`src/rtl/assert_macros.svh`:
```
// Assertion macros shared by the fingerprint classifier modules.
`ifndef ASSERT_MACROS_SVH
`define ASSERT_MACROS_SVH

// Checks a condition at every clock edge outside reset.
`define UHF_ASSERT_ALWAYS(label, cond) \
    label: assert property (@(posedge clk) disable iff (!rst_n) (cond)) \
        else $error("uhf assertion failed");

// Checks that a condition in one cycle implies another in the next cycle.
`define UHF_ASSERT_NEXT(label, pre, post) \
    label: assert property (@(posedge clk) disable iff (!rst_n) (pre) |=> (post)) \
        else $error("uhf assertion failed");

`endif

```
`src/rtl/uhf_pkg.sv`:
```
// Types and constants of the USB HID host fingerprint classifier.
`timescale 1ns / 1ps

package uhf_pkg;

    localparam int MODE_W   = 2;
    localparam int BYTE_W   = 8;
    localparam int VALUE_W  = 16;
    localparam int TICK_W   = 32;
    localparam int CLASS_W  = 3;
    localparam int COUNT_W  = 6;
    localparam int THRESH_W = 4;
    localparam int LIMIT_W  = 16;
    localparam int WIDE_CNT_W = 8;
    localparam int SCORE_W  = 4;
    localparam int NUM_FLAGS = 5;

    // Input modes.
    localparam logic [MODE_W-1:0] MODE_START   = 2'd0;
    localparam logic [MODE_W-1:0] MODE_RECORD  = 2'd1;
    localparam logic [MODE_W-1:0] MODE_ANALYZE = 2'd2;

    // Class request detection on the request type byte.
    localparam logic [BYTE_W-1:0] TYPE_MASK      = 8'h60;
    localparam logic [BYTE_W-1:0] TYPE_CLASS_VAL = 8'h20;

    // HID class request codes.
    localparam logic [BYTE_W-1:0] REQ_SET_IDLE     = 8'h0A;
    localparam logic [BYTE_W-1:0] REQ_SET_PROTOCOL = 8'h0B;
    localparam logic [BYTE_W-1:0] REQ_GET_IDLE     = 8'h02;
    localparam logic [BYTE_W-1:0] REQ_SET_REPORT   = 8'h09;
    localparam logic [BYTE_W-1:0] REQ_GET_REPORT   = 8'h01;

    // Bit positions in the seen-request flags.
    localparam int FLAG_SET_IDLE  = 0;
    localparam int FLAG_SET_PROTO = 1;
    localparam int FLAG_GET_IDLE  = 2;
    localparam int FLAG_SET_REP   = 3;
    localparam int FLAG_GET_REP   = 4;

    localparam logic [BYTE_W-1:0] PROTO_RESET  = 8'hFF;
    localparam logic [BYTE_W-1:0] PROTO_BOOT   = 8'h00;
    localparam logic [BYTE_W-1:0] PROTO_REPORT = 8'h01;

    // Host class codes.
    localparam logic [CLASS_W-1:0] HOST_UNKNOWN = 3'd0;
    localparam logic [CLASS_W-1:0] HOST_WIN     = 3'd1;
    localparam logic [CLASS_W-1:0] HOST_MAC     = 3'd2;
    localparam logic [CLASS_W-1:0] HOST_CHROME  = 3'd3;
    localparam logic [CLASS_W-1:0] HOST_LNX     = 3'd4;

    // Configuration registers.
    localparam int CFG_IDX_W = 1;
    localparam logic [CFG_IDX_W-1:0] CFG_THRESHOLD  = 1'b0;
    localparam logic [CFG_IDX_W-1:0] CFG_FAST_LIMIT = 1'b1;
    localparam logic [THRESH_W-1:0] THRESH_RESET = 4'd3;
    localparam logic [LIMIT_W-1:0]  LIMIT_RESET  = 16'd100;

    // Command queue between front and back.
    localparam int QUEUE_DEPTH = 4;
    localparam int QPTR_W = 2;
    localparam int QCNT_W = 3;

    typedef enum logic [1:0] {
        CMD_START,
        CMD_RECORD,
        CMD_ANALYZE
    } cmd_kind_t;

    // One decoded item as it waits in the queue.
    typedef struct packed {
        cmd_kind_t              kind;
        logic                   is_class;
        logic [NUM_FLAGS-1:0]   flag_set;
        logic [BYTE_W-1:0]      proto_value;
        logic [TICK_W-1:0]      now_ms;
    } cmd_t;

    // Capture summary latched by an analyze item for scoring.
    typedef struct packed {
        logic                   any_events;
        logic                   idle_set;
        logic                   idle_get;
        logic                   rpt_set;
        logic                   rpt_get;
        logic                   boot;
        logic                   report_proto;
        logic                   fast;
        logic [WIDE_CNT_W-1:0]  class_count;
        logic [COUNT_W-1:0]     events_seen;
        logic [COUNT_W-1:0]     class_seen;
    } snap_t;

endpackage

```
`src/rtl/uhf_queue.sv`:
```
// Short command queue that decouples the front end from the back end.
`timescale 1ns / 1ps

`include "assert_macros.svh"

module uhf_queue import uhf_pkg::*;
(
    input  logic clk,
    input  logic rst_n,
    input  logic push,
    input  cmd_t push_cmd,
    output logic full,
    input  logic pop,
    output logic q_valid,
    output cmd_t q_cmd
);

    cmd_t               entry_reg [QUEUE_DEPTH];
    logic [QPTR_W-1:0]  wr_ptr_reg;
    logic [QPTR_W-1:0]  wr_ptr_next;
    logic [QPTR_W-1:0]  rd_ptr_reg;
    logic [QPTR_W-1:0]  rd_ptr_next;
    logic [QCNT_W-1:0]  count_reg;
    logic [QCNT_W-1:0]  count_next;

    assign full    = count_reg == QCNT_W'(QUEUE_DEPTH);
    assign q_valid = count_reg != '0;
    assign q_cmd   = entry_reg[rd_ptr_reg];

    always_comb
    begin
        wr_ptr_next = push ? wr_ptr_reg + 1'b1 : wr_ptr_reg;
        rd_ptr_next = pop ? rd_ptr_reg + 1'b1 : rd_ptr_reg;
        count_next  = count_reg;
        if (push && !pop)
        begin
            count_next = count_reg + 1'b1;
        end
        else if (pop && !push)
        begin
            count_next = count_reg - 1'b1;
        end
    end

    always_ff @(posedge clk or negedge rst_n)
    begin
        if (!rst_n)
        begin
            wr_ptr_reg <= '0;
            rd_ptr_reg <= '0;
            count_reg  <= '0;
        end
        else
        begin
            wr_ptr_reg <= wr_ptr_next;
            rd_ptr_reg <= rd_ptr_next;
            count_reg  <= count_next;
        end
    end

    always_ff @(posedge clk)
    begin
        if (push)
        begin
            entry_reg[wr_ptr_reg] <= push_cmd;
        end
    end

    `UHF_ASSERT_ALWAYS(a_count_in_range, count_reg <= QCNT_W'(QUEUE_DEPTH))
    `UHF_ASSERT_ALWAYS(a_no_pop_empty, !pop || count_reg != '0)

endmodule

```
`config.mk`:
```
export PLATFORM = sky130hd
export DESIGN_NAME = uhf_queue
export DESIGN_NICKNAME = d
export VERILOG_FILES = /design/src/rtl/uhf_pkg.sv /design/src/rtl/uhf_queue.sv
export VERILOG_INCLUDE_DIRS = /design/src /design/src/rtl
export SDC_FILE = /design/constraint.sdc
export NUM_CORES = 1
export LEC_CHECK = 0
export BUFFER_PORTS_ARGS = -buffer_cell sky130_fd_sc_hd__buf_2
export CELL_PAD_IN_SITES_DETAIL_PLACEMENT = 1
export CELL_PAD_IN_SITES_GLOBAL_PLACEMENT = 1
export CORE_MARGIN = 2
export CORE_UTILIZATION = 34
export DETAILED_ROUTE_END_ITERATION = 10
export PLACE_DENSITY = 0.67
export SLEW_MARGIN = 5
export SYNTH_ARGS = -nofsm -noshare
export SYNTH_HDL_FRONTEND = slang
export SYNTH_SLANG_ARGS = --single-unit
```
`constraint.sdc`:
```
create_clock -name clk -period 5.2 [get_ports clk]
set_input_delay 1.3 -clock clk [delete_from_list [all_inputs] [get_ports clk]]
set_output_delay 1.3 -clock clk [all_outputs]
set_load 0.02 [all_outputs]
```
==> flow_metrics.py, run 1 <==
metrics = {
    "setup_path": {
        "reg2regPathDepth": 4,
        "path_cells": "buf_4 > mux4_2 > buf_2",
        "cp-start-kind": "flop",
        "timing.rr.start": "wr_ptr_reg[0]",
        "cp_max_fo": 30,
        "worstSetupPathType": "reg -> out",
        "arrival_ns": 2.40,
        "crit_path_end_kind": "output port",
        "reg2reg_slack_ns": 2.94,
        "critical_path_required_ns": 3.90,
        "slowest_stage": "dfrtp_2",
        "critPathLaunch": "rd_ptr_reg[1]",
        "r2r_end": "entry_reg[2][5]",
        "max_stage_delay_ns": 0.96,
        "crit_end": "q_cmd[24]",
    },
    "yosys": {
        "synth_area_leaders": "edfxtp_1, mux4_2, dfrtp_1, buf_12, ha_1",
        "synth_simple_gate_area_share_pct": 0.678,
        "synth-edff-count": 192,
        "synthXorXnorAreaFrac_pct": 0.712,
        "synthAdderAreaFrac_pct": 1.12,
        "ys_ff_latch": 199,
        "ys_seq_area_share_pct": 80.5,
        "syn_area_per_cell_um2": 25.9,
        "synth_mux_area_share_pct": 14.8,
        "synth-compound-area-share_pct": 0.0678,
        "ys_types": 19,
        "syn_nets": 343,
        "yosys_warnings": 0,
        "synth.cell_area_um2": 7380,
        "synth_top_family_by_area": "multiplexers",
        "synth_area_leader_cell": "edfxtp_1",
        "yosys.area.top_type_share_pct": 78.2,
        "synth-main-ff-cell": "edfxtp_1",
        "synth_cells": 285,
        "synthArstFlopShare_pct": 3.52,
    },
    "sta": {
        "min_period_ns": 3.70,
        "fin_setup_tns_ns": 0,
        "skew_ns": 0.00854,
        "finalMaxSlewViolations": 0,
        "setup_viol": 0,
        "max_freq_ghz": 0.270,
        "setup_slack_ns": 1.50,
        "slew_headroom_pct": 23.1,
        "hold_viol_final": 0,
        "rsz0062_at_grt": "false",
        "min_period_over_period_pct": 71.2,
        "worst_pin_slew_ns": 1.15,
    },
    "cts": {
        "cts_setup_buffers": 0,
        "post_cts_resized": 0,
        "ctsLongestPathBuffers": 2,
        "clk_latency_ns": 0.44,
        "postCtsHoldBufs": 0,
        "ctsHtreeMaxLevel": 4,
        "ctsRootBufferMaster": "clkbuf_16",
        "cts.sinks": 199,
        "cts_buffers": 17,
        "cts_tree": "done",
        "path_clk_slew_ns": 0.07,
    },
    "placed_design": {
        "io_buffers": 101,
        "dp_slack_ns": 1.89,
        "gp_congestion": 0.631,
    },
    "floorplan": {
        "placementRows": 53,
        "die_y_um": 151,
        "die_x_um": 151,
        "coreArea_um2": 21200,
        "die_area_um2": 22900,
        "initial_core_util_pct": 34.9,
        "io_pins": 102,
    },
    "drt": {
        "first_pass_iters": 5,
        "routed-via-count": 3271,
        "antenna_left": 0,
        "dr.first_iter.drc_count": 158,
        "drc": 0,
        "vias_per_cell": 4.76,
        "wl_mm": 13.8,
        "detail_route.wl_per_cell_um": 20.2,
    },
    "power_and_ir_drop": {
        "leakage_uw": 0.00299,
        "p_per_area_nw_per_um2": 583,
        "vdd_drop_max_uv": 313,
    },
    "final_layout": {
        "nNetsFinal": 457,
        "syn_to_final_growth_pct": 18.6,
        "diodes": 0,
        "largest_register_ff_count": 192,
        "num-fill-cells": 2019,
        "layout-drive-gt1-share_pct": 46.6,
    },
    "global_route": {
        "antenna_found_initial": 0,
        "gr-total-overflow": 0,
        "grt_usage_pct": 13.0,
        "grt_pass1_vias": 3723,
        "grt_first_pass_wirelength_mm": 21.3,
        "grt_max_degree": 51,
    },
    "outcome": {
        "status": "completed",
    },
    "worst_hold_path": {
        "holdCritPathClass": "reg -> reg",
    },
    "run": {
        "cap_violations": 0,
    },
}
per-layer routing:
metal | GRT usage (%) | share of wire (%) | up-vias
li1 | - | - | 1436
met3 | 3.89 | 4.4 | 17
met1 | 16.3 | 42 | 1742
met4 | 4.91 | 1.6 | 0
met5 | 0 | 0 | -
met2 | 21.6 | 52 | 76
worst min path at each step:
stage | slack, ns | depth (start not counted) | endpoint | startpoint
3_3_place_gp | 0.47 | 1 | count_reg[2] | count_reg[2]
2_1_floorplan | 0.45 | 1 | count_reg[2] | count_reg[2]
6_report | 0.53 | 1 | count_reg[2] | count_reg[2]
5_1_grt | 0.53 | 1 | count_reg[2] | count_reg[2]
3_5_place_dp | 0.53 | 1 | count_reg[2] | count_reg[2]
4_1_cts | 0.54 | 1 | count_reg[2] | count_reg[2]
report_power, final:
| part | internal, uW | switching, uW |
|---|---|---|
| Sequential | 2100 | 254 |
| Combinational | 621 | 775 |
| Clock | 732 | 616 |
final cells by class:
type	instances	area, um2	share of cell area [%]
flip-flops and latches	199	5950	68.0
multi-input cells	71	1290	14.7
repair buffers	106	543	6.21
clock buffers	18	429	4.90
well taps	275	344	3.93
clock inverters	14	185	2.12
inverters	4	15.0	0.172
layout by cell type (no fill, tap or decap), types with 3 or more instances in the layout:
master	instances
mux4_2	48
dfrtp_1	5
xor2_1	4
inv_1	4
clkbuf_16	17
clkinv_4	5
buf_2	101
and2_2	4
inv_6	3
edfxtp_1	192
ha_1	5
buf_4	5
critical path: cells and delay by family (launching register included):
family / cells / cell delay [ns]
buffers and inverters: 2 / 0.63
muxes: 1 / 0.38
DFF: 1 / 0.96
through the flow:
step	area (um2)	total power [uW]	util (%)	std cells	hold WS [ns]
floorplan	7380	3400	-	285	0.449
global placement	8140	3800	38.5	655	0.469
detailed placement	8140	3850	38.5	655	0.525
CTS	8750	5190	41.4	687	0.538
global route	8750	5370	41.4	687	0.534
finish	8750	5100	41.4	687	0.531
kinds of logic after synthesis:
| family | after synthesis |
|---|---|
| DFF | 199 |
| muxes | 49 |
| buffers and inverters | 15 |
| and+or+nand+nor | 9 |
| xor gates and xnor gates | 6 |
| adders and majority gates | 6 |
| AOI/OAI and AO/OA | 1 |
Yosys cell counts, types with 2 or more instances:
| master | n |
|---|---|
| xnor2_1 | 2 |
| inv_1 | 4 |
| and2_1 | 4 |
| ha_1 | 5 |
| dfrtp_1 | 7 |
| edfxtp_1 | 192 |
| nand2_1 | 2 |
| mux4_2 | 48 |
| buf_2 | 4 |
| xor2_1 | 4 |
| buf_12 | 5 |
Note: power is estimated with default switching activity, not from simulation.
==> inputs of run 2 (changes only) <==
clock period = 3.5 ns   (was 5.2 ns; I/O delays follow)
==> run 2 against run 1 <==
  * Worst setup slack worse by 1.1 ns
  * Wire length rose by 4.2%
  * Sequential share of layout area down 0.33 points
  * Power rose by 49%
  * Hold slack worse by 0.26 ns
  * Critical path type unchanged
  * Critical endpoint is now q_cmd[25]
==> flow_metrics.py, run 2 (synthesis gave the netlist of run 1 again) <==
metrics = {
    "outcome": {
        "status": "completed",
    },
    "final_layout": {
        "final_common_cell": "edfxtp_1",
        "diodes": 0,
        "final_cell_mix": "edfxtp_1, buf_2, mux4_2",
        "largest_register_ff_count": 192,
        "nNetsFinal": 463,
        "layout-drive-gt1-share_pct": 46.9,
        "syn_to_final_growth_pct": 19.2,
    },
    "drt": {
        "detail_route.wl_per_cell_um": 20.8,
        "dr.first_iter.drc_count": 135,
        "routed-via-count": 3324,
        "drc": 0,
        "antenna_left": 0,
        "wl_mm": 14.4,
        "first_pass_iters": 4,
        "vias_per_cell": 4.80,
    },
    "cts": {
        "ctsHtreeMaxLevel": 4,
        "postCtsHoldBufs": 0,
        "cts_setup_buffers": 0,
        "cts_buffers": 17,
        "cts_tree": "done",
        "path_clk_slew_ns": 0.07,
        "ctsRootBufferMaster": "clkbuf_16",
        "clk_latency_ns": 0.42,
        "ctsLongestPathBuffers": 2,
        "post_cts_resized": 0,
        "cts.sinks": 199,
    },
    "floorplan": {
        "die_y_um": 151,
        "io_pins": 102,
        "die_x_um": 151,
        "placementRows": 53,
        "coreArea_um2": 21200,
        "initial_core_util_pct": 34.9,
        "die_area_um2": 22900,
    },
    "placed_design": {
        "gp_congestion": 0.652,
        "dp_slack_ns": 0.728,
        "io_buffers": 101,
        "place_hpwl_mm": 9.05,
    },
    "global_route": {
        "gr-total-overflow": 0,
        "grt_usage_pct": 13.4,
        "grt_max_degree": 29,
        "antenna_found_initial": 2,
        "grt_first_pass_wirelength_mm": 21.9,
        "grt_pass1_vias": 3737,
    },
    "sta": {
        "min_period_over_period_pct": 89.8,
        "worst_pin_slew_ns": 0.603,
        "slew_headroom_pct": 59.8,
        "finalMaxSlewViolations": 0,
        "hold_viol_final": 0,
        "skew_ns": 0.0126,
        "min_period_ns": 3.14,
        "setup_slack_ns": 0.359,
        "whs_ns": 0.275,
        "max_freq_ghz": 0.318,
        "rsz0062_at_grt": "false",
        "setup_viol": 0,
        "fin_setup_tns_ns": 0,
    },
    "setup_path": {
        "reg2reg_slack_ns": 1.56,
        "slowest_stage": "dfrtp_4",
        "crit_family": "flip-flops",
        "worstSetupPathType": "reg -> out",
        "crit_path_end_kind": "output port",
        "path_cells": "buf_12 > mux4_2 > buf_2",
        "arrival_ns": 2.27,
        "max_stage_delay_ns": 0.76,
        "critical_path_required_ns": 2.62,
        "cp_max_fo": 28,
        "worst-path-buf-inv": 2,
        "cp-start-kind": "flop",
    },
    "run": {
        "cap_violations": 0,
    },
    "power_and_ir_drop": {
        "leakage_uw": 0.00301,
        "vdd_drop_max_uv": 353,
        "p_per_area_nw_per_um2": 865,
    },
    "worst_hold_path": {
        "holdCritPathClass": "in -> async",
    },
}
[run 2: changes by cell type in the layout (fill, tap and decap cells not counted), sizes merged]
cell and change:
buf +6, bufinv +1, clkbuf -1, clkinvlp +1, inv -1
[run 2: power breakdown]
part	switching, uW	internal (uW)
clock	840	1130
combinational	1350	963
sequential	201	3120
total	2390	5210
[run 2: worst register-to-register path: cells and delay by family, from the launching register on]
kind,cells,cell delay (ns)
and+or+nand+nor,1,0.52
buffers and inverters,2,0.51
DFF,1,0.43
adders and majority gates,1,0.14
[run 2: final cells by class]
type / count / area [um2]
Clock buffer: 17 / 425
Timing Repair Buffer: 112 / 601
Clock inverter: 15 / 174
Fill cell: 2013 / 12400
Multi-Input combinational cell: 71 / 1290
Sequential cell: 199 / 5950
Tap cell: 275 / 344
Inverter: 4 / 15.0
[run 2: stage by stage]
| stage | util [%] | area, um2 | total power (uW) | std cells |
|---|---|---|---|---|
| finish | 41.6 | 8790 | 7600 | 693 |
| global route | 41.6 | 8790 | 7990 | 693 |
| CTS | 41.6 | 8790 | 7770 | 693 |
| detailed placement | 38.7 | 8190 | 5790 | 661 |
| global placement | 38.7 | 8190 | 5710 | 661 |
| floorplan | - | 7380 | 5050 | 285 |
[run 2: final timing paths]
path | from | depth (start not counted) | end
max | rd_ptr_reg[0] | 3 | q_cmd[25]
min reg2reg | count_reg[2] | 1 | count_reg[2]
max in group asynchronous | rst_n | 1 | rd_ptr_reg[0]
min | rst_n | 1 | count_reg[0]
min in group clk | count_reg[2] | 1 | count_reg[2]
max reg2reg | wr_ptr_reg[0] | 4 | entry_reg[2][12]
[run 2: layer usage]
| layer | vias to the layer above | share of wire, % | GRT usage (%) |
|---|---|---|---|
| met1 | 1799 | 41 | 15.9 |
| met5 | - | 0.19 | 0 |
| met4 | 4 | 0.55 | 3.08 |
| met2 | 68 | 54 | 23.9 |
| li1 | 1442 | - | - |
| met3 | 11 | 4.3 | 4.13 |
==> inputs of run 3 (changes only) <==
PLACE_DENSITY = unset   (was 0.67)
PLACE_DENSITY_LB_ADDON = 0.1   (was unset)
clock period = 3.9 ns   (was 3.5 ns; I/O delays follow)
==> run 3 against run 2 <==
  * Worst setup slack better by 0.32 ns
  * Sequential share of layout area is 0.31 points lower
  * Clock power is 7% lower
  * Final cell count is 0.14% higher
  * Non-clock buffer count stayed put
  * Global-route usage is 0.15 points higher
  * Sequential power is 9.6% lower
  * First-iteration DRC count is 36% higher
  * Die area stayed put
  * Largest power group unchanged
==> flow_metrics.py, run 3 (synthesis gave the netlist of run 1 again) <==
metrics = {
    "outcome": {
        "status": "completed",
    },
    "sta": {
        "min_period_over_period_pct": 82.5,
        "skew_ns": 0.0121,
        "rsz0062_at_grt": "false",
        "fin_setup_tns_ns": 0,
        "worst_pin_slew_ns": 0.482,
        "slew_headroom_pct": 67.9,
        "max_freq_ghz": 0.311,
        "finalMaxSlewViolations": 0,
        "setup_slack_ns": 0.683,
        "setup_viol": 0,
        "hold_viol_final": 0,
        "min_period_ns": 3.22,
    },
    "placed_design": {
        "gp_congestion": 0.682,
        "io_buffers": 101,
        "dp_slack_ns": 1.04,
        "place_hpwl_mm": 9.04,
        "dpl.cell_count": 661,
    },
    "cts": {
        "ctsLongestPathBuffers": 2,
        "ctsRootBufferMaster": "clkbuf_16",
        "ctsHtreeMaxLevel": 4,
        "cts_setup_buffers": 0,
        "postCtsHoldBufs": 0,
        "cts_buffers": 17,
        "path_clk_slew_ns": 0.07,
        "cts.sinks": 199,
        "cts_tree": "done",
        "post_cts_resized": 0,
        "clk_latency_ns": 0.43,
    },
    "setup_path": {
        "slowest_stage": "dfrtp_4",
        "crit_family": "flip-flops",
        "worst-path-buf-inv": 2,
        "cp_max_fo": 19,
        "max_stage_delay_ns": 0.70,
        "crit_path_end_kind": "output port",
        "timing.rr.start": "wr_ptr_reg[1]",
        "worstSetupPathType": "reg -> out",
        "critPathLaunch": "rd_ptr_reg[0]",
        "path_cells": "buf_4 > mux4_2 > buf_2",
        "cp-start-kind": "flop",
        "critical_path_required_ns": 2.92,
        "arrival_ns": 2.24,
    },
    "floorplan": {
        "die_area_um2": 22900,
        "die_y_um": 151,
        "initial_core_util_pct": 34.9,
        "placementRows": 53,
        "io_pins": 102,
        "coreArea_um2": 21200,
        "die_x_um": 151,
    },
    "final_layout": {
        "layout-drive-gt1-share_pct": 47.6,
        "largest_register_ff_count": 192,
        "instances_no_fill": 694,
        "final_common_cell": "edfxtp_1",
        "final_cell_mix": "edfxtp_1, buf_2, mux4_2",
        "nNetsFinal": 463,
        "syn_to_final_growth_pct": 19.7,
    },
    "global_route": {
        "antenna_found_initial": 2,
        "grt_first_pass_wirelength_mm": 22.0,
        "grt_pass1_vias": 3693,
        "grt_max_degree": 38,
        "gr-total-overflow": 0,
        "grt_usage_pct": 13.6,
    },
    "drt": {
        "antenna_left": 0,
        "first_pass_iters": 4,
        "routed-via-count": 3312,
        "wl_mm": 14.5,
        "vias_per_cell": 4.77,
        "drc": 0,
        "detail_route.wl_per_cell_um": 20.9,
        "dr.first_iter.drc_count": 183,
    },
    "run": {
        "cap_violations": 0,
    },
    "power_and_ir_drop": {
        "p_per_area_nw_per_um2": 782,
        "clockPowerShare_pct": 26.5,
        "intPower_uw": 4660,
        "switching_share_pct": 32.5,
        "seq_power_share_pct": 43.4,
        "vdd_drop_max_uv": 317,
        "p_switching_uw": 2240,
        "leakage_uw": 0.00303,
        "power.total_uw": 6910,
        "p_comb_share_pct": 30.1,
    },
    "worst_hold_path": {
        "holdCritPathClass": "in -> async",
    },
}
run 3: stage by stage:
stage | hold slack, ns | util (%) | cell area [um2]
6_report | 0.364 | 41.8 | 8830
5_1_grt | 0.353 | 41.7 | 8830
4_1_cts | 0.357 | 41.7 | 8830
3_5_place_dp | 0.485 | 38.8 | 8210
3_3_place_gp | 0.480 | 38.8 | 8210
2_1_floorplan | 0.449 | - | 7380
run 3: path summary, 6_finish.rpt:
| path | to | slack, ns | depth (start not counted) |
|---|---|---|---|
| hold / removal | wr_ptr_reg[1] | 0.36 | 1 |
| min in group clk | count_reg[2] | 0.49 | 1 |
| max in group asynchronous | rd_ptr_reg[0] | 3.36 | 1 |
| setup reg to reg | entry_reg[1][42] | 2.06 | 4 |
| hold reg to reg | count_reg[2] | 0.49 | 1 |
| setup / recovery | q_cmd[39] | 0.68 | 3 |
run 3: layout make-up:
type | instances | area [um2]
Fill cell | 1987 | 12300
Tap cell | 275 | 344
Antenna cell | 1 | 2.50
Multi-Input combinational cell | 71 | 1290
Timing Repair Buffer | 112 | 613
Clock buffer | 17 | 425
Sequential cell | 199 | 5950
Inverter | 4 | 15.0
Clock inverter | 15 | 199
run 3: power groups by stage:
| stage | Sequential (uW) | Combinational, uW | Clock [uW] |
|---|---|---|---|
| final | 3000 | 2080 | 1830 |
| after global routing | 3050 | 2270 | 1950 |
| after CTS | 3020 | 2150 | 1870 |
| after detailed placement | 3060 | 2150 | 0 |
| after global placement | 3040 | 2140 | 0 |
| after floorplan | 2930 | 1610 | 0 |
run 3: layer usage:
metal / global-route usage (%) / share of wire [%] / up-vias / wire length, um
li1: - / - / 1443 / -
met1: 18.0 / 45 / 1781 / 6550
met2: 21.4 / 49 / 75 / 7110
met3: 4.25 / 4.8 / 11 / 697
met4: 4.07 / 0.98 / 2 / 142
met5: 0 / 0.076 / - / 11
run 3: worst register-to-register path, cell delays in order (launching register included):
cell,delay [ns]
dfrtp_1,0.40
inv_1,0.10
ha_1,0.14
and2_2,0.45
buf_4,0.41
